File: config.mk
export PLATFORM = sky130hd
export DESIGN_NAME = fhpu_fifo
export DESIGN_NICKNAME = d
export VERILOG_FILES = /design/src/hw/rtl/fhpu_fifo.sv
export SDC_FILE = /design/constraint.sdc
export NUM_CORES = 1
export LEC_CHECK = 0
export BUFFER_PORTS_ARGS = -buffer_cell sky130_fd_sc_hd__buf_2
export CAP_MARGIN = 20
export CELL_PAD_IN_SITES_DETAIL_PLACEMENT = 0
export CELL_PAD_IN_SITES_GLOBAL_PLACEMENT = 2
export CORE_AREA = 2 2 85 87
export CTS_BUF_LIST = sky130_fd_sc_hd__clkbuf_8
export DETAILED_ROUTE_END_ITERATION = 10
export DIE_AREA = 0 0 87 89
export GPL_ROUTABILITY_DRIVEN = 0
export PLACE_DENSITY_LB_ADDON = 0.1
export SLEW_MARGIN = 20
export SYNTH_ARGS = -nofsm -noshare
export SYNTH_HDL_FRONTEND = slang
export SYNTH_SLANG_ARGS = --single-unit
File: constraint.sdc
create_clock -name clk -period 3.18 [get_ports clk]
set_clock_uncertainty 0.05 [all_clocks]
set_input_delay 0.159 -clock clk [delete_from_list [all_inputs] [get_ports clk]]
set_output_delay 0.159 -clock clk [all_outputs]
set_load 0.05 [all_outputs]
File: src/hw/rtl/fhpu_fifo.sv
module fhpu_fifo #(
  parameter int WIDTH = 8,
  parameter int DEPTH = 4
) (
  input  logic             clk,
  input  logic             rst_n,
  input  logic             push,
  input  logic [WIDTH-1:0] wdata,
  output logic             full,
  input  logic             pop,
  output logic [WIDTH-1:0] rdata,
  output logic             empty
);

  localparam int PTR_W = $clog2(DEPTH);
  localparam int CNT_W = $clog2(DEPTH + 1);

  logic [WIDTH-1:0] mem_r [DEPTH];
  logic [PTR_W-1:0] wptr_r, wptr_nxt, rptr_r, rptr_nxt;
  logic [CNT_W-1:0] cnt_r, cnt_nxt;
  logic             push_ok, pop_ok;

  assign full    = (cnt_r == CNT_W'(DEPTH));
  assign empty   = (cnt_r == '0);
  assign push_ok = push && !full;
  assign pop_ok  = pop && !empty;
  assign rdata   = mem_r[rptr_r];

  always_comb begin
    wptr_nxt = wptr_r;
    rptr_nxt = rptr_r;
    cnt_nxt  = cnt_r;
    if (push_ok) begin
      wptr_nxt = (wptr_r == PTR_W'(DEPTH - 1)) ? '0 : wptr_r + 1'b1;
    end
    if (pop_ok) begin
      rptr_nxt = (rptr_r == PTR_W'(DEPTH - 1)) ? '0 : rptr_r + 1'b1;
    end
    case ({push_ok, pop_ok})
      2'b10:   cnt_nxt = cnt_r + 1'b1;
      2'b01:   cnt_nxt = cnt_r - 1'b1;
      default: cnt_nxt = cnt_r;
    endcase
  end

  always_ff @(posedge clk) begin
    if (!rst_n) begin
      wptr_r <= '0;
      rptr_r <= '0;
      cnt_r  <= '0;
    end else begin
      wptr_r <= wptr_nxt;
      rptr_r <= rptr_nxt;
      cnt_r  <= cnt_nxt;
    end
  end

  always_ff @(posedge clk) begin
    if (push_ok) begin
      mem_r[wptr_r] <= wdata;
    end
  end

endmodule

# == Yosys cells after proc, flatten, opt, wreduce, memory -nomap -nowiden ==
# Memory sizes are Yosys's and may differ from the RTL's. A register that Yosys moved wholly into a read port is not among the register bits.
# Index checks and enable logic that the tools add are counted.
# totals
regBits,7
latch_bits,0
ramBits,32
mem_bits_ro,0
inputBits,12
word_cells,26
n_memories,1
# memory_table
name,words,word_bits,rd,rd_ports_with_merged_regs,wr,line,rtl
mem_r,4,8,1,1,1,18,logic [WIDTH-1:0] mem_r [DEPTH];
# op_classes
addsub,4
multipliers,0
div_mod_pow,0
magnitude_cmp,0
eq_ne,5
n_shift,0
mux,7
bitwise,0
reduce_logical,6
# ops
op,count
2-bit 2-to-1 mux,4
2-bit equality test (second input constant),3
3-bit case mux with 2 select lines,1
2-bit by 1-bit adder with 2-bit output (second input constant),2
3-bit by 1-bit adder with 3-bit output (second input constant),1
3-bit equality test (second input constant),1
3-bit logical NOT,1
3-bit by 1-bit subtractor with 3-bit output (second input constant),1
2-bit by 1-bit equality test with 1-bit output (second input constant),1
1-bit logical AND,2
1-bit logical NOT,2
1-bit 2-to-1 mux,2
2-bit nonzero test,1

# == Longest topological paths before layout ==
# depth
word_depth,5
depth_mapped,10

# == Least setup slack after synthesis ==
# OpenSTA, ideal clock, no wires.
# synth_timing
kind,flip-flop to flip-flop
startpoint,register cnt_r[2]
endpoint,register cnt_r[2]
t_arrival_ps,2521
t_required_ps,3054
setup_slack_ps,534
stages_incl_launch_ff,11
path_buffers,1
synth_period_minus_slack_ps,2646
cell_sequence,dfxtp_1 > nor3b_2 > nor2b_1 > buf_2 > inv_1 > ha_1 > inv_1 > fa_1 > xor2_1 > or3_1 > a21boi_0
# synth_between
elab_chain_cells,5
elab_cells_between_ends,12
classes_between,add/sub (2); eq/ne (3); mux (1); reduce/logical (6)
# synth_lines
element,line,rtl
start: declaration,20,"logic [CNT_W-1:0] cnt_r, cnt_nxt;"
start signal: assignment,54,cnt_r <= cnt_nxt;
3-bit equality test (*),23,assign full = (cnt_r == CNT_W'(DEPTH));
via full,9,"output logic full,"
1-bit logical NOT (*),25,assign push_ok = push && !full;
1-bit logical AND (*),25,
2-bit by 1-bit equality test with 1-bit output / 2-bit equality test (equally long branches),39,"case ({push_ok, pop_ok})"
3-bit case mux with 2 select lines / 2-bit nonzero test (equally long branches),--,
# The timed path passes the listed nets; every way through them passes the cells marked *.
# A chain may end at the register's enable or synchronous reset.

# == Worst setup path in the final report ==
# layout_timing
startpoint,register cnt_r[2]
endpoint,register cnt_r[2]
# layout_between
elab_chain_cells,5
elab_cells_between_ends,12
classes_between,add/sub (2); eq/ne (3); mux (1); reduce/logical (6)
# layout_lines
element,line
3-bit equality test / 3-bit logical NOT (equally long branches),"23, 24"
"1-bit logical NOT, on equally long branches","25, 26"
"1-bit logical AND, on equally long branches","25, 26"
2-bit by 1-bit equality test with 1-bit output / 2-bit equality test (equally long branches),39
3-bit case mux with 2 select lines / 2-bit nonzero test (equally long branches),--
# Parallel ways exist; a longest one is shown, timed or not.

==> flow_metrics.py <==
metrics = {
    "clock_network": {
        "cts-htree-levels": 2,
        "clock-sinks": 41,
        "cts.path.max_buffers": 2,
        "post_cts_buffers": 0,
        "ctsHoldBuffers": 0,
        "clockRootBuffer": "clkbuf_8",
        "clk_pin_slew_worst_paths_ps": 80,
        "post_cts_resized": 0,
        "cts_tree": "yes",
        "clk_latency_ps": 290,
        "numCtsBuffers": 5,
    },
    "worst_setup_path": {
        "crit_path_max_fanout": 7,
        "crit_path_end_kind": "register",
        "critPathArrivalTime_ps": 2370,
        "crit_type": "reg -> reg",
        "start_kind": "register",
        "crit_required_ps": 3350,
        "reg2reg_depth": 9,
    },
    "drt": {
        "drc": 0,
        "wl_met2_mm": 1.52,
        "wl_met3_um": 152,
        "wl_met1_mm": 1.27,
        "top_layer_used": "met4",
        "dr.first_iter.drc_count": 36,
        "ant_nets": 0,
        "avgRoutedWirePerCell_um": 14.7,
        "vias_per_cell": 4.08,
        "drt-pass1-iter-count": 4,
        "vias": 828,
        "routed_wl_mm": 2.99,
    },
    "logic_synthesis": {
        "synth_top_area_share_pct": 58.4,
        "yosysSeqAreaShare_pct": 69.4,
        "synthTopCellsByArea": "edfxtp_1 58%, dfxtp_1 11%, mux4_2 11%, ha_1 4.6%, and2_1 2.3%",
        "ys.flop_type": "edfxtp_1",
        "synth_edf_count": 32,
        "yosys_register_bits": 41,
        "synthArstFlopShare_pct": 0,
        "yosys_warnings": 0,
        "yosys.cell_types.count": 22,
        "netlist_area_sq_um": 1640,
        "yosys.area.top_type": "edfxtp_1",
        "synth_nets": 117,
        "synthCells": 98,
        "syn_avg_cell_area_sq_um": 16.8,
    },
    "grt": {
        "grt_pass1_wl_mm": 4.73,
        "grt-ovfl-total": 0,
        "grt_start_max_net_pins": 14,
        "grt_pass1_vias": 940,
        "grt_util_all_layers_pct": 8.72,
        "antenna_found_initial": 0,
    },
    "timing": {
        "rsz0062_at_grt": "no",
        "tightest_slew_ps": 613,
        "hold_ws_ps": 29.7,
        "fin_tns_setup_ps": 0,
        "slew_viol_final": 0,
        "hold_violations": 0,
        "post-route-period-util_pct": 69.1,
        "fmax_mhz": 455,
        "slew_headroom_pct": 59.1,
        "setup_viol_count_final": 0,
        "period_minus_slack_ps": 2200,
    },
    "floorplan": {
        "die_w_um": 87,
        "initial_core_util_pct": 24.5,
        "core_area_sq_um": 6720,
        "core.rowCount": 30,
        "die_h_um": 89,
        "dieArea_sq_um": 7740,
        "io_pins": 22,
    },
    "placement": {
        "dp_hpwl_mm": 2.02,
        "dp_cells": 195,
        "port_buffers": 21,
    },
    "layout": {
        "drive_gt1_share_pct": 30.9,
        "syn2layout_area_growth_pct": 19.6,
        "antenna_cells": 0,
        "final-instance-count-excl-fill": 203,
        "nNetsFinal": 141,
    },
    "power": {
        "p_leak_nw": 0.707,
        "p_per_area_nw_per_um2": 878,
        "peakVddDrop_mv": 0.330,
    },
    "worst_hold_path": {
        "min_path_type": "in -> reg",
        "holdPathStages": 1,
    },
    "run": {
        "drv_cap": 0,
    },
    "run_status": {
        "status": "finished, final reports clean",
    },
}
-- final cells by class --
type / count / area, sq um
repair buffers: 21 / 105
inverters: 7 / 26.3
flip-flops and latches: 41 / 1140
well taps: 80 / 100
multi-input cells: 46 / 459
clock inverters: 3 / 65.1
fillers: 661 / 4750
clock buffers: 5 / 68.8
-- state kept, by name, summed over array words and instances (netlist names), named ones only --
register and flops:
wptr_r 2, rptr_r 2, cnt_r 3, mem_r 32
-- cells in the mapped netlist (2+ instances only) --
cell and instances:
inv_1 7, clkbuf_1 2, edfxtp_1 32, mux4_2 8, dfxtp_1 9, and2_1 6
ha_1 6, buf_2 2, nand2_1 7, mux2i_1 2, nand3_1 2, o21ai_0 4
nor2_1 2
-- cells by family after synthesis --
group | synth area share (%)
AND/OR/NAND/NOR | 6.77
AO/OA/AOI/OAI | 2.13
XOR/XNOR | 1.07
buffers and inverters | 2.66
flip-flops | 69.4
adder cells (fa/ha/maj) | 5.78
multiplexers | 12.2
-- routing by layer --
metal  vias to the layer above  track usage, %
li1                        403               -
met1                       401            9.60
met2                        19            15.0
met3                         5            3.42
met4                         0            3.84
met5                         -               0
-- report_power, final --
group          leakage, nW  switching [mW]  internal [mW]
Combinational        0.271           0.334          0.173
Clock               0.0681           0.183          0.312
Sequential           0.367          0.0707          0.654
-- worst max-delay path, cell delays in order (launching register included) --
cell and delay (ps):
dfxtp_1 400, nor3b_2 230, nor2b_1 160, inv_1 90, ha_1 180, inv_1 60, fa_1 370, xor2_1 160
or3_1 290, a21boi_0 150
-- path summary, 6_finish.rpt --
kind,endpoint,from,slack (ps)
max,cnt_r[2],cnt_r[2],980
min,mem_r[1][2],wdata[2],30
max reg2reg,cnt_r[2],cnt_r[2],980
min reg2reg,wptr_r[1],wptr_r[1],470
-- stage by stage --
| stage | power (mW) | setup WS [ps] | utilization [%] | instance area, sq um |
|---|---|---|---|---|
| floorplan | 1.13 | 534 | - | 1640 |
| global placement | 1.26 | 918 | 27.3 | 1830 |
| detailed placement | 1.26 | 920 | 27.3 | 1830 |
| CTS | 1.76 | 910 | 29.3 | 1970 |
| global route | 1.83 | 706 | 29.3 | 1970 |
| finish | 1.73 | 983 | 29.3 | 1970 |
-- cell usage in the layout (no fill, tap or decap), drive strengths merged --
cell type and count:
edfxtp 32, buf 21, dfxtp 9, mux4 8, inv 7, nand2 7, and2 6, ha 6
clkbuf 5, o21ai 4, nor2 2, mux2i 2, nand3 2, bufinv 2, nor3b 1, nor3 1
nor2b 1, o31ai 1, xnor2 1, xor2 1, or3 1, a21boi 1, fa 1, clkinv 1
(Power assumes the default switching activity.)
