==> config.mk <==
export PLATFORM = sky130hd
export DESIGN_NAME = fhpu_front
export DESIGN_NICKNAME = d
export VERILOG_FILES = /design/src/hw/rtl/fhpu_pkg.sv /design/src/hw/rtl/fhpu_front.sv
export SDC_FILE = /design/constraint.sdc
export NUM_CORES = 1
export LEC_CHECK = 0
export BUFFER_PORTS_ARGS = -buffer_cell sky130_fd_sc_hd__buf_2
export CAP_MARGIN = 20
export CORE_AREA = 2 2 85 87
export DETAILED_ROUTE_END_ITERATION = 7
export DIE_AREA = 0 0 87 89
export PLACE_DENSITY_LB_ADDON = 0.2
export RECOVER_POWER = 100
export SETUP_SLACK_MARGIN = 0.02
export SYNTH_ARGS = -nofsm -noshare
export SYNTH_HDL_FRONTEND = slang
export SYNTH_SLANG_ARGS = --single-unit
==> constraint.sdc <==
create_clock -name vclk -period 4.1
set_input_delay 0.82 -clock vclk [all_inputs]
set_output_delay 0.82 -clock vclk [all_outputs]
set_load 0.01 [all_outputs]
==> src/hw/rtl/fhpu_pkg.sv <==
package fhpu_pkg;

  // Entry kinds
  localparam logic [3:0] KIND_DIR     = 4'd2;
  localparam logic [3:0] KIND_REGULAR = 4'd5;
  localparam logic [3:0] KIND_UNKNOWN = 4'd7;
  localparam logic [3:0] KIND_LAST    = 4'd8;
  localparam logic [3:0] ZERO_SLOT    = 4'd9;
  localparam int KIND_SLOTS = 10;
  localparam int TABLE_LEN  = 32;

  // Request types
  localparam logic REQ_RECORD = 1'b0;
  localparam logic REQ_READ   = 1'b1;

  // Read address map
  localparam logic [6:0] ADDR_SUM_BASE  = 7'd64;
  localparam logic [6:0] ADDR_KIND_BASE = 7'd112;
  localparam logic [6:0] ADDR_TOTAL     = 7'd122;
  localparam logic [6:0] ADDR_LFILE     = 7'd123;
  localparam logic [6:0] ADDR_LDIR      = 7'd124;

  typedef struct packed {
    logic        req_type;
    logic [3:0]  entry_kind;
    logic [62:0] entry_size;
    logic [31:0] dir_entries;
    logic [6:0]  read_addr;
  } in_t;

  typedef struct packed {
    logic [63:0] read_data;
    logic        addr_error;
  } out_t;

  // Classified command passed from front to back
  typedef struct packed {
    logic        is_read;
    logic [3:0]  kind;
    logic [62:0] size;
    logic [31:0] dents;
    logic [6:0]  addr;
  } cmd_t;

  // Fixed bin upper bounds; anything past the table is all ones
  function automatic logic [63:0] bound_of(input int unsigned idx);
    logic [63:0] b;
    case (idx)
      0:       b = 64'd0;
      1:       b = 64'd4 << 10;
      2:       b = 64'd8 << 10;
      3:       b = 64'd16 << 10;
      4:       b = 64'd32 << 10;
      5:       b = 64'd64 << 10;
      6:       b = 64'd512 << 10;
      7:       b = 64'd1 << 20;
      8:       b = 64'd4 << 20;
      9:       b = 64'd8 << 20;
      10:      b = 64'd16 << 20;
      11:      b = 64'd32 << 20;
      12:      b = 64'd64 << 20;
      13:      b = 64'd128 << 20;
      14:      b = 64'd256 << 20;
      15:      b = 64'd512 << 20;
      16:      b = 64'd1 << 30;
      17:      b = 64'd4 << 30;
      18:      b = 64'd8 << 30;
      19:      b = 64'd16 << 30;
      20:      b = 64'd32 << 30;
      21:      b = 64'd64 << 30;
      22:      b = 64'd128 << 30;
      23:      b = 64'd256 << 30;
      24:      b = 64'd512 << 30;
      25:      b = 64'd1 << 40;
      26:      b = 64'd2 << 40;
      27:      b = 64'd4 << 40;
      28:      b = 64'd8 << 40;
      29:      b = 64'd16 << 40;
      30:      b = 64'd32 << 40;
      31:      b = 64'd64 << 40;
      default: b = '1;
    endcase
    return b;
  endfunction

endpackage

==> src/hw/rtl/fhpu_front.sv <==
module fhpu_front #(
  parameter int NUM_BINS = 33
) (
  input  fhpu_pkg::in_t                 in_item,
  output fhpu_pkg::cmd_t                cmd,
  output logic [$clog2(NUM_BINS)-1:0]   idx
);

  import fhpu_pkg::*;

  localparam int BIN_W = $clog2(NUM_BINS);

  logic [NUM_BINS-2:0] ge;
  logic [BIN_W-1:0]    bin;

  // bounds are nondecreasing, so the first hit is the bin
  always_comb begin
    for (int i = 0; i < NUM_BINS - 1; i++) begin
      ge[i] = (bound_of(i) >= {1'b0, in_item.entry_size});
    end
    bin = BIN_W'(NUM_BINS - 1);
    for (int i = NUM_BINS - 2; i >= 0; i--) begin
      if (ge[i]) begin
        bin = BIN_W'(i);
      end
    end
  end

  always_comb begin
    cmd.is_read = (in_item.req_type == REQ_READ);
    cmd.kind    = (in_item.entry_kind > KIND_LAST) ? KIND_UNKNOWN : in_item.entry_kind;
    cmd.size    = in_item.entry_size;
    cmd.dents   = in_item.dir_entries;
    cmd.addr    = in_item.read_addr;
    // reads use the same RAM index: bin count a and byte sum 64+a share low bits
    idx = cmd.is_read ? in_item.read_addr[BIN_W-1:0] : bin;
  end

endmodule

# After elaboration in Yosys (flattened, before gate mapping)
# Cells that the tools add are included.
word_totals:
  elab_cells: 67
  input_bits: 107
  reg_bits: 0
  out_inout_bits: 113
op_classes:
  mux: 34
  n_lt_le_gt_ge: 33
op_table:
  columns: ["operator", "n"]
  rows:
  - ["2-to-1 mux 6 bit", 33]
  - [">= comparator 1 x 63 -> 1 bit, first input constant", 1]
  - [">= comparator 13 x 63 -> 1 bit, first input constant", 1]
  - [">= comparator 14 x 63 -> 1 bit, first input constant", 1]
  - [">= comparator 15 x 63 -> 1 bit, first input constant", 1]
  - [">= comparator 16 x 63 -> 1 bit, first input constant", 1]
  - [">= comparator 17 x 63 -> 1 bit, first input constant", 1]
  - [">= comparator 20 x 63 -> 1 bit, first input constant", 1]
  - [">= comparator 21 x 63 -> 1 bit, first input constant", 1]
  - [">= comparator 23 x 63 -> 1 bit, first input constant", 1]
  - [">= comparator 24 x 63 -> 1 bit, first input constant", 1]
  - [">= comparator 25 x 63 -> 1 bit, first input constant", 1]
  - [">= comparator 26 x 63 -> 1 bit, first input constant", 1]
  - [">= comparator 27 x 63 -> 1 bit, first input constant", 1]
  - [">= comparator 28 x 63 -> 1 bit, first input constant", 1]
  - [">= comparator 29 x 63 -> 1 bit, first input constant", 1]
  - [">= comparator 30 x 63 -> 1 bit, first input constant", 1]
  - [">= comparator 31 x 63 -> 1 bit, first input constant", 1]
  - [">= comparator 33 x 63 -> 1 bit, first input constant", 1]
  - [">= comparator 34 x 63 -> 1 bit, first input constant", 1]
  - [">= comparator 35 x 63 -> 1 bit, first input constant", 1]
  - [">= comparator 36 x 63 -> 1 bit, first input constant", 1]
  - [">= comparator 37 x 63 -> 1 bit, first input constant", 1]
  - [">= comparator 38 x 63 -> 1 bit, first input constant", 1]
  - ["other kinds (11)", 11]

# Longest topological paths before layout
# Gate-level depths: netlist of the first run.
depth:
  word_depth: 34
  mapped_depth: 9

# Least setup slack after synthesis of the first run
# No wires, ideal clock.
synth_timing:
  kind: "input -> output"
  startpoint: "input in_item[57] (netlist bit)"
  endpoint: "output idx[1]"
  required_time_ps: 3280
  path_stages: 9
  setup_slack_ps: 102
  arrival_time_ps: 3178
  cell_sequence: "or4_4 > buf_6 > or3b_4 > o41ai_2 > nand3_1 > a221o_1 > a221oi_2 > o21ai_1 > a21oi_1"
synth_via:
  elab_chain_len: 34
  word_cells_on_any_way: 65
  classes_between: "order compare: 32; mux: 33"
synth_lines:
  columns: ["item", "line_no", "source"]
  rows:
  - ["start, declared", "fhpu_front.sv:4", "input fhpu_pkg::in_t in_item,"]
  - [">= comparator 47 x 63 -> 1 bit", "fhpu_front.sv:19", "ge[i] = (bound_of(i) >= {1'b0, in_item.entry_size});"]
  - ["2-to-1 mux 6 bit (31 in series)", "fhpu_front.sv:23", "if (ge[i]) begin"]
  - ["2-to-1 mux 6 bit *", "fhpu_front.sv:23", null]
  - ["2-to-1 mux 6 bit *", "fhpu_front.sv:36", "idx = cmd.is_read ? in_item.read_addr[BIN_W-1:0] : bin;"]
  - ["end, declared", "fhpu_front.sv:6", "output logic [$clog2(NUM_BINS)-1:0] idx"]
# Mark *: on every way between the ends. The rest lies on a longest branch, timed or not.

# Worst setup path in the final report of the first run
layout_timing:
  startpoint: "input in_item[61] (netlist bit)"
  endpoint: "output idx[0]"
# Same word-level chain as after synthesis.

==> results.cfg, run 1 <==
[drt]
drc = 0
routedWlPerCell_um = 14.9
drt_wl_total_mm = 6.91
routed_via_density = 5.16
drtIter0Drc = 155
vias = 2393
final_antenna_net_count = 0
drt_pre_antenna_iters = 4

[finish]
seqCellArea_um2 = 0
flops_and_latches = 0
clock_buffers = 0
drive_above_1_share_pct = 46.9
antenna_cells = 0
finalInstanceArea_mm2 = 0.00247
final_net_count = 493
mostFrequentLayoutCells = buf_2, clkbuf_1, buf_4, nor4_1, nand2_1
n_fill_cell = 764
area_delta_synth_final_pct = 29.3
final_common_cell = buf_2

[place]
gp_congestion = 0.869
placed_area_mm2 = 0.00240
dp_hpwl_mm = 5.95
port-buffer-count = 154

[power_and_ir_drop]
p_leak_nw = 1.05
ir_worst_vdd_v = 0.0000334
p_total_uw = 181
power_density_mw_per_mm2 = 73.2

[yosys]
synth_adder_area_share_pct = 0
synth_mux_area_share_pct = 1.11
seq_area_frac_synth_pct = 0
postSynthCellCount = 279
syn_area_per_cell_um2 = 6.84
synth_top_area_share_pct = 40.9
synth_top_cell_by_area = buf_4
synth-compound-area-share_pct = 23.4
synth_xor_area_share_pct = 0
syn_nets = 386
netlist_area_mm2 = 0.00191
yosysUniqueCellTypes = 52
synthTopCellsByArea = buf_4, nor4_1, o21ai_0
yosys_warnings = 0
synth_top_family_by_area = buffers and inverters
synthSimpleGateAreaFrac_pct = 31.8

[global_route]
overflow = 0
grt_pass1_wl_mm = 9.94
grt_max_degree = 10
grt_usage_pct = 15.8
first_global_vias = 2078
antenna_found_initial = 0

[status]
violations = negative setup slack
run_status = finished, violations left

[floorplan]
die_area_mm2 = 0.00774
die_y_um = 89
ios = 220
core_area_mm2 = 0.00672
start_util_pct = 28.4
die_x_um = 87
num_rows = 30

[timing]
finalSetupViolCount = 2
max_clock_freq_mhz = 237
final-hold-violation-count = 0
fin_crit_ns = 4.22
maxSlewHeadroom_pct = 70.5
slew_violations = 0
tightest_slew_ns = 0.432
rsz0062_at_grt = true
setup_ws_ns = -0.116
period_share_pct = 103

[worst_setup_path]
critPathKind = primary input to primary output
startpoint_type = primary input
endpoint_kind = primary output
crit_arrival_ns = 3.40
critical_path_required_ns = 3.28
path_max_fanout = 5

[worst_hold_path]
hp-class = primary input to primary output

[flow_run]
maxCapViolCount = 0
## routing by layer
metal / vias to the layer above / share of wire, % / GRT usage, %
met5: - / 0 / 0
met3: 8 / 8.7 / 1.75
met1: 1087 / 39 / 18.5
met4: 0 / 0.51 / 0.994
met2: 138 / 51 / 31.7
li1: 1160 / - / -
## critical path: stages
cell and delay, ns:
buf_6 0.09, or4_4 0.56, or3b_4 0.45, or4_4 0.48, nand2b_4 0.17, o221ai_2 0.15
nand3_1 0.11, a32oi_2 0.24, a32o_1 0.19, buf_2 0.13
## metrics by stage
stage / worst slack [ns] / cells / utilization [%] / setup TNS (ns) / hold slack [ns]
2_1_floorplan: 0.102 / 279 / - / 0 / 1.69
3_3_place_gp: -0.181 / 463 / 35.8 / -0.448 / 1.64
3_5_place_dp: -0.175 / 463 / 35.8 / -0.514 / 1.64
4_1_cts: -0.0970 / 463 / 36.6 / -0.219 / 1.64
5_1_grt: -0.197 / 464 / 36.7 / -0.411 / 1.64
6_report: -0.116 / 464 / 36.7 / -0.202 / 1.64
## cells by family after synthesis
family / Yosys count
buffers and inverters: 116
AND/OR/NAND/NOR: 99
multiplexers: 2
AO/OA/AOI/OAI: 62
## report_power, final
part	leakage [nW]	internal [mW]	total, mW	switching, mW
Sequential	0	0	0	0
Clock	0	0	0	0
Combinational	1.05	0.0795	0.181	0.101
Total	1.05	0.0795	0.181	0.101
## what timing repair did
item,CTS,global route
pin swaps,6,11
buffers inserted,0,1
hold buffers,0,0
endpoints found under the setup margin,4,4
gates resized for setup,11,17
## final timing paths
check	startpoint	endpoint	depth (start not counted)
worst max-delay path	in_item[61]	idx[0]	10
worst min-delay path	in_item[13]	cmd[13]	0
## cells in the mapped netlist, drive strengths merged, types with 2 or more instances
cell type	instances
o41ai	3
a221o	2
a2111oi	3
a31oi	2
o31ai	7
inv	10
nor2b	3
and4	3
buf	106
nand2	12
and3	3
nor4	15
o211ai	4
nand3	8
nor2	8
nor3b	3
nor3	9
nand2b	6
nand4b	2
o21ai	14
a21boi	3
nand4	6
or4	10
a21o	2
a21oi	11
and2	2
or3	6
a32oi	2
## cell type report
| class | count | area (µm²) | share of cell area, % |
|---|---|---|---|
| multi-input cells | 163 | 1190 | 48.2 |
| repair buffers | 211 | 1140 | 46.2 |
| well taps | 80 | 100 | 4.06 |
| inverters | 10 | 37.5 | 1.52 |
Note: power is estimated with default switching activity, not from simulation.
==> run 2: changes to the inputs <==
==> constraint.sdc (replaced) <==
create_clock -name vclk -period 4.1
set_input_delay 1.025 -clock vclk [all_inputs]
set_output_delay 1.025 -clock vclk [all_outputs]
set_load 0.01 [all_outputs]
==> run 2 against run 1 <==
Net effect: the run still ends with negative setup slack left; core utilization up 3.1 points; global-route usage shrank 0.86 points; fmax is 8.0% lower; critical path depth is the same; hold slack gained 0.41 ns; critical path type unchanged; largest power group unchanged.
==> results.cfg, run 2 (same netlist as run 1, synthesis figures left out) <==
[status]
run_status = finished, violations left
violations = negative setup slack

[finish]
final_net_count = 520
fin_cells = 491
flops_and_latches = 0
n_fill_cell = 763
drive_above_1_share_pct = 47.9
clock_buffers = 0
antenna_cells = 0
area_delta_synth_final_pct = 40.2
mostFrequentLayoutCells = buf_4, buf_2, clkbuf_1, nor4_1
final_common_cell = buf_4
fin_util_pct = 39.8
seqCellArea_um2 = 0

[place]
dp_hpwl_mm = 5.58
dp.cells = 491
gp_congestion = 0.870
port-buffer-count = 154

[timing]
tightest_slew_ns = 0.442
period_share_pct = 112
maxSlewHeadroom_pct = 70.3
final-hold-violation-count = 0
rsz0062_at_grt = true
finalSetupViolCount = 6
slew_violations = 0
setup_ws_ns = -0.484
max_clock_freq_mhz = 218
fin_crit_ns = 4.58

[global_route]
grt_max_degree = 10
antenna_found_initial = 0
overflow = 0
first_global_vias = 2202
grt_usage_pct = 14.9
grt_pass1_wl_mm = 9.71

[drt]
drc = 0
routed_via_density = 5.01
drt_wl_total_mm = 6.56
drt_pre_antenna_iters = 4
vias = 2462
drtIter0Drc = 100
routedWlPerCell_um = 13.4
final_antenna_net_count = 0

[cts]
hold_buffers = 0

[floorplan]
start_util_pct = 28.4
die_y_um = 89
core_area_mm2 = 0.00672
ios = 220
die_area_mm2 = 0.00774
die_x_um = 87
num_rows = 30

[power_and_ir_drop]
power_density_mw_per_mm2 = 73.0
p_sw_uw = 102
power_frac_comb_pct = 100.0
p_leak_nw = 1.17
p_total_uw = 195
pwr-share-clk_pct = 0
power_frac_seq_pct = 0
ir_worst_vdd_v = 0.0000387
p_sw_share_pct = 52.1
p_int_uw = 93.6

[worst_setup_path]
critPathKind = primary input to primary output
worstSetupStartpoint = in_item[61]
critPathSlowestCell = or4_4
cp_cell_sequence = buf_6 -> or4_4 -> or3b_4 -> or4_4 -> nand2b_4 -> o221ai_2 -> nand3_1 -> a32oi_2 -> a32o_2 -> buf_6
path_max_fanout = 5
path_depth = 10
crit_end = idx[0]
max_stage_delay_ns = 0.55
path_buf_inv = 2
critical_path_required_ns = 3.07
endpoint_kind = primary output
crit_arrival_ns = 3.56
startpoint_type = primary input
path_delay_family = simple AND/OR/NAND/NOR gates

[worst_hold_path]
hp-class = primary input to primary output

[flow_run]
maxCapViolCount = 0
-- run 2: per-stage QoR --
stage	hold WS (ns)	setup slack (ns)	cell area [µm²]	setup TNS, ns
after CTS	2.05	-0.512	2680	-2.22
after detailed placement	2.05	-0.548	2630	-2.42
final	2.05	-0.484	2680	-2.29
after global placement	2.05	-0.522	2630	-2.39
after global routing	2.05	-0.616	2680	-2.78
after floorplan	2.10	-0.226	1930	-0.564
-- run 2: area by class of cell --
cell class                      count  area [µm²]  area share (%)
Timing Repair Buffer              238        1340            50.1
Multi-Input combinational cell    163        1200            44.8
Tap cell                           80         100            3.74
Inverter                           10        37.5            1.40
-- run 2: power groups by stage --
stage	Clock, mW	Combinational [mW]	Sequential, mW
after global placement	0	0.194	0
after global routing	0	0.213	0
final	0	0.195	0
after detailed placement	0	0.196	0
after floorplan	0	0.138	0
after CTS	0	0.200	0
-- run 2: layer usage --
metal,GRT usage (%),up-vias,wire (µm)
met5,0,-,0
met4,1.85,0,53
met3,0.831,14,375
met2,30.1,113,3440
met1,17.5,1121,2690
li1,-,1214,-
-- run 2: worst min-delay path by stage --
stage          cells after the start        to         start  slack (ns)
3_5_place_dp                       0   cmd[14]   in_item[14]        2.05
6_report                           0   cmd[12]   in_item[12]        2.05
3_3_place_gp                       0   cmd[14]   in_item[14]        2.05
5_1_grt                            0   cmd[12]   in_item[12]        2.05
2_1_floorplan                      1  cmd[105]  in_item[104]        2.10
4_1_cts                            0   cmd[14]   in_item[14]        2.05
-- run 2: repair_timing --
action                                  CTS  global route
setup buffers                             0             1
pin swaps                                 1             4
resized for setup                        10            17
endpoints found under the hold margin     0             0
endpoints found under the setup margin    6             6
==> run 3: changes to the inputs <==
--- a/config.mk
+++ b/config.mk
@@ -13,6 +13,7 @@
 export PLACE_DENSITY_LB_ADDON = 0.2
 export RECOVER_POWER = 100
 export SETUP_SLACK_MARGIN = 0.02
+export SKIP_LAST_GASP = 1
 export SYNTH_ARGS = -nofsm -noshare
 export SYNTH_HDL_FRONTEND = slang
 export SYNTH_SLANG_ARGS = --single-unit
==> run 3 against run 2 <==
Net effect: the flow still finishes with violations (negative setup slack); final cell count stayed put; first-iteration DRC count up 5.0%; sequential share of layout area did not move; fmax decreased by 0.59%; global-route usage did not move; via count down 0.20%; flip-flop and latch count unchanged; die area did not move; cell area is 1.0% lower; critical endpoint unchanged; highest routed layer unchanged.
==> results.cfg, run 3 (same netlist as run 1, synthesis figures left out) <==
[status]
run_status = finished, violations left
violations = negative setup slack

[timing]
period_share_pct = 112
max_clock_freq_mhz = 217
hold-worst-slack_ns = 2.05
finalSetupViolCount = 6
final-hold-violation-count = 0
setup_ws_ns = -0.511
fin_crit_ns = 4.61
tightest_slew_ns = 0.472
slew_violations = 0
rsz0062_at_grt = true
maxSlewHeadroom_pct = 68.5

[finish]
n_fill_cell = 761
mostFrequentLayoutCells = buf_4, buf_2, clkbuf_1, nor4_1
fin_util_pct = 39.4
clock_buffers = 0
antenna_cells = 0
flops_and_latches = 0
final_common_cell = buf_4
fin_cells = 491
finalInstanceArea_mm2 = 0.00265
final_net_count = 520
area_delta_synth_final_pct = 38.8
seqCellArea_um2 = 0
drive_above_1_share_pct = 47.0

[floorplan]
core_area_mm2 = 0.00672
start_util_pct = 28.4
num_rows = 30
ios = 220
die_area_mm2 = 0.00774
die_y_um = 89
die_x_um = 87

[place]
placed_area_mm2 = 0.00263
gp_congestion = 0.870
port-buffer-count = 154
dp_hpwl_mm = 5.58
dp.cells = 491

[worst_setup_path]
max_stage_delay_ns = 0.55
critPathSlowestCell = or4_4
cp_cell_sequence = buf_6 -> or4_4 -> or3b_4 -> or4_4 -> nand2b_1 -> o221ai_1 -> nand3_1 -> a32oi_2 -> a32o_2 -> buf_2
path_delay_family = simple AND/OR/NAND/NOR gates
path_max_fanout = 5
critical_path_required_ns = 3.07
path_buf_inv = 2
endpoint_kind = primary output
critPathKind = primary input to primary output
cp_common_cell = or4_4
crit_arrival_ns = 3.59
startpoint_type = primary input

[drt]
drt_wl_total_mm = 6.46
drtIter0Drc = 105
routedWlPerCell_um = 13.1
routed_via_density = 5.00
drc = 0
drt_pre_antenna_iters = 4
final_antenna_net_count = 0
vias = 2457

[power_and_ir_drop]
power_density_mw_per_mm2 = 72.8
ir_worst_vdd_v = 0.0000386
p_total_uw = 193
p_leak_nw = 1.16

[global_route]
grt_max_degree = 10
antenna_found_initial = 0
first_global_vias = 2202
grt_pass1_wl_mm = 9.71
grt_usage_pct = 14.9
overflow = 0

[worst_hold_path]
hp-class = primary input to primary output

[cts]
hold_buffers = 0

[flow_run]
maxCapViolCount = 0
[run 3: worst paths after layout]
check,cells after the start,endpoint,startpoint
worst min-delay path,0,cmd[12],in_item[12]
worst max-delay path,10,idx[0],in_item[61]
[run 3: power by group]
part	internal, mW	total [mW]	leakage, nW	switching, mW
Combinational	0.0925	0.193	1.16	0.100
Clock	0	0	0	0
Sequential	0	0	0	0
[run 3: repair_timing]
item	in CTS	in global routing
resized for setup	10	13
pin swaps	1	4
endpoints found under the setup margin	6	6
setup buffers	0	1
cloned	0	0
[run 3: final cells by class]
| type | count | area, µm² | area share, % |
|---|---|---|---|
| multi-input combinational | 163 | 1180 | 44.5 |
| inverter | 10 | 37.5 | 1.42 |
| tap | 80 | 100 | 3.78 |
| timing repair buffer | 238 | 1330 | 50.3 |
[run 3: per-stage QoR]
| stage | TNS (ns) | setup slack (ns) |
|---|---|---|
| global placement | -2.39 | -0.522 |
| floorplan | -0.564 | -0.226 |
| global route | -2.79 | -0.623 |
| finish | -2.30 | -0.511 |
| detailed placement | -2.42 | -0.548 |
| CTS | -2.22 | -0.512 |
[run 3: per-layer routing]
metal	vias up	wire length, µm	track usage [%]
met3	14	380	0.831
met4	0	55	1.85
met2	107	3350	30.1
met1	1125	2670	17.5
met5	-	0	0
li1	1211	-	-
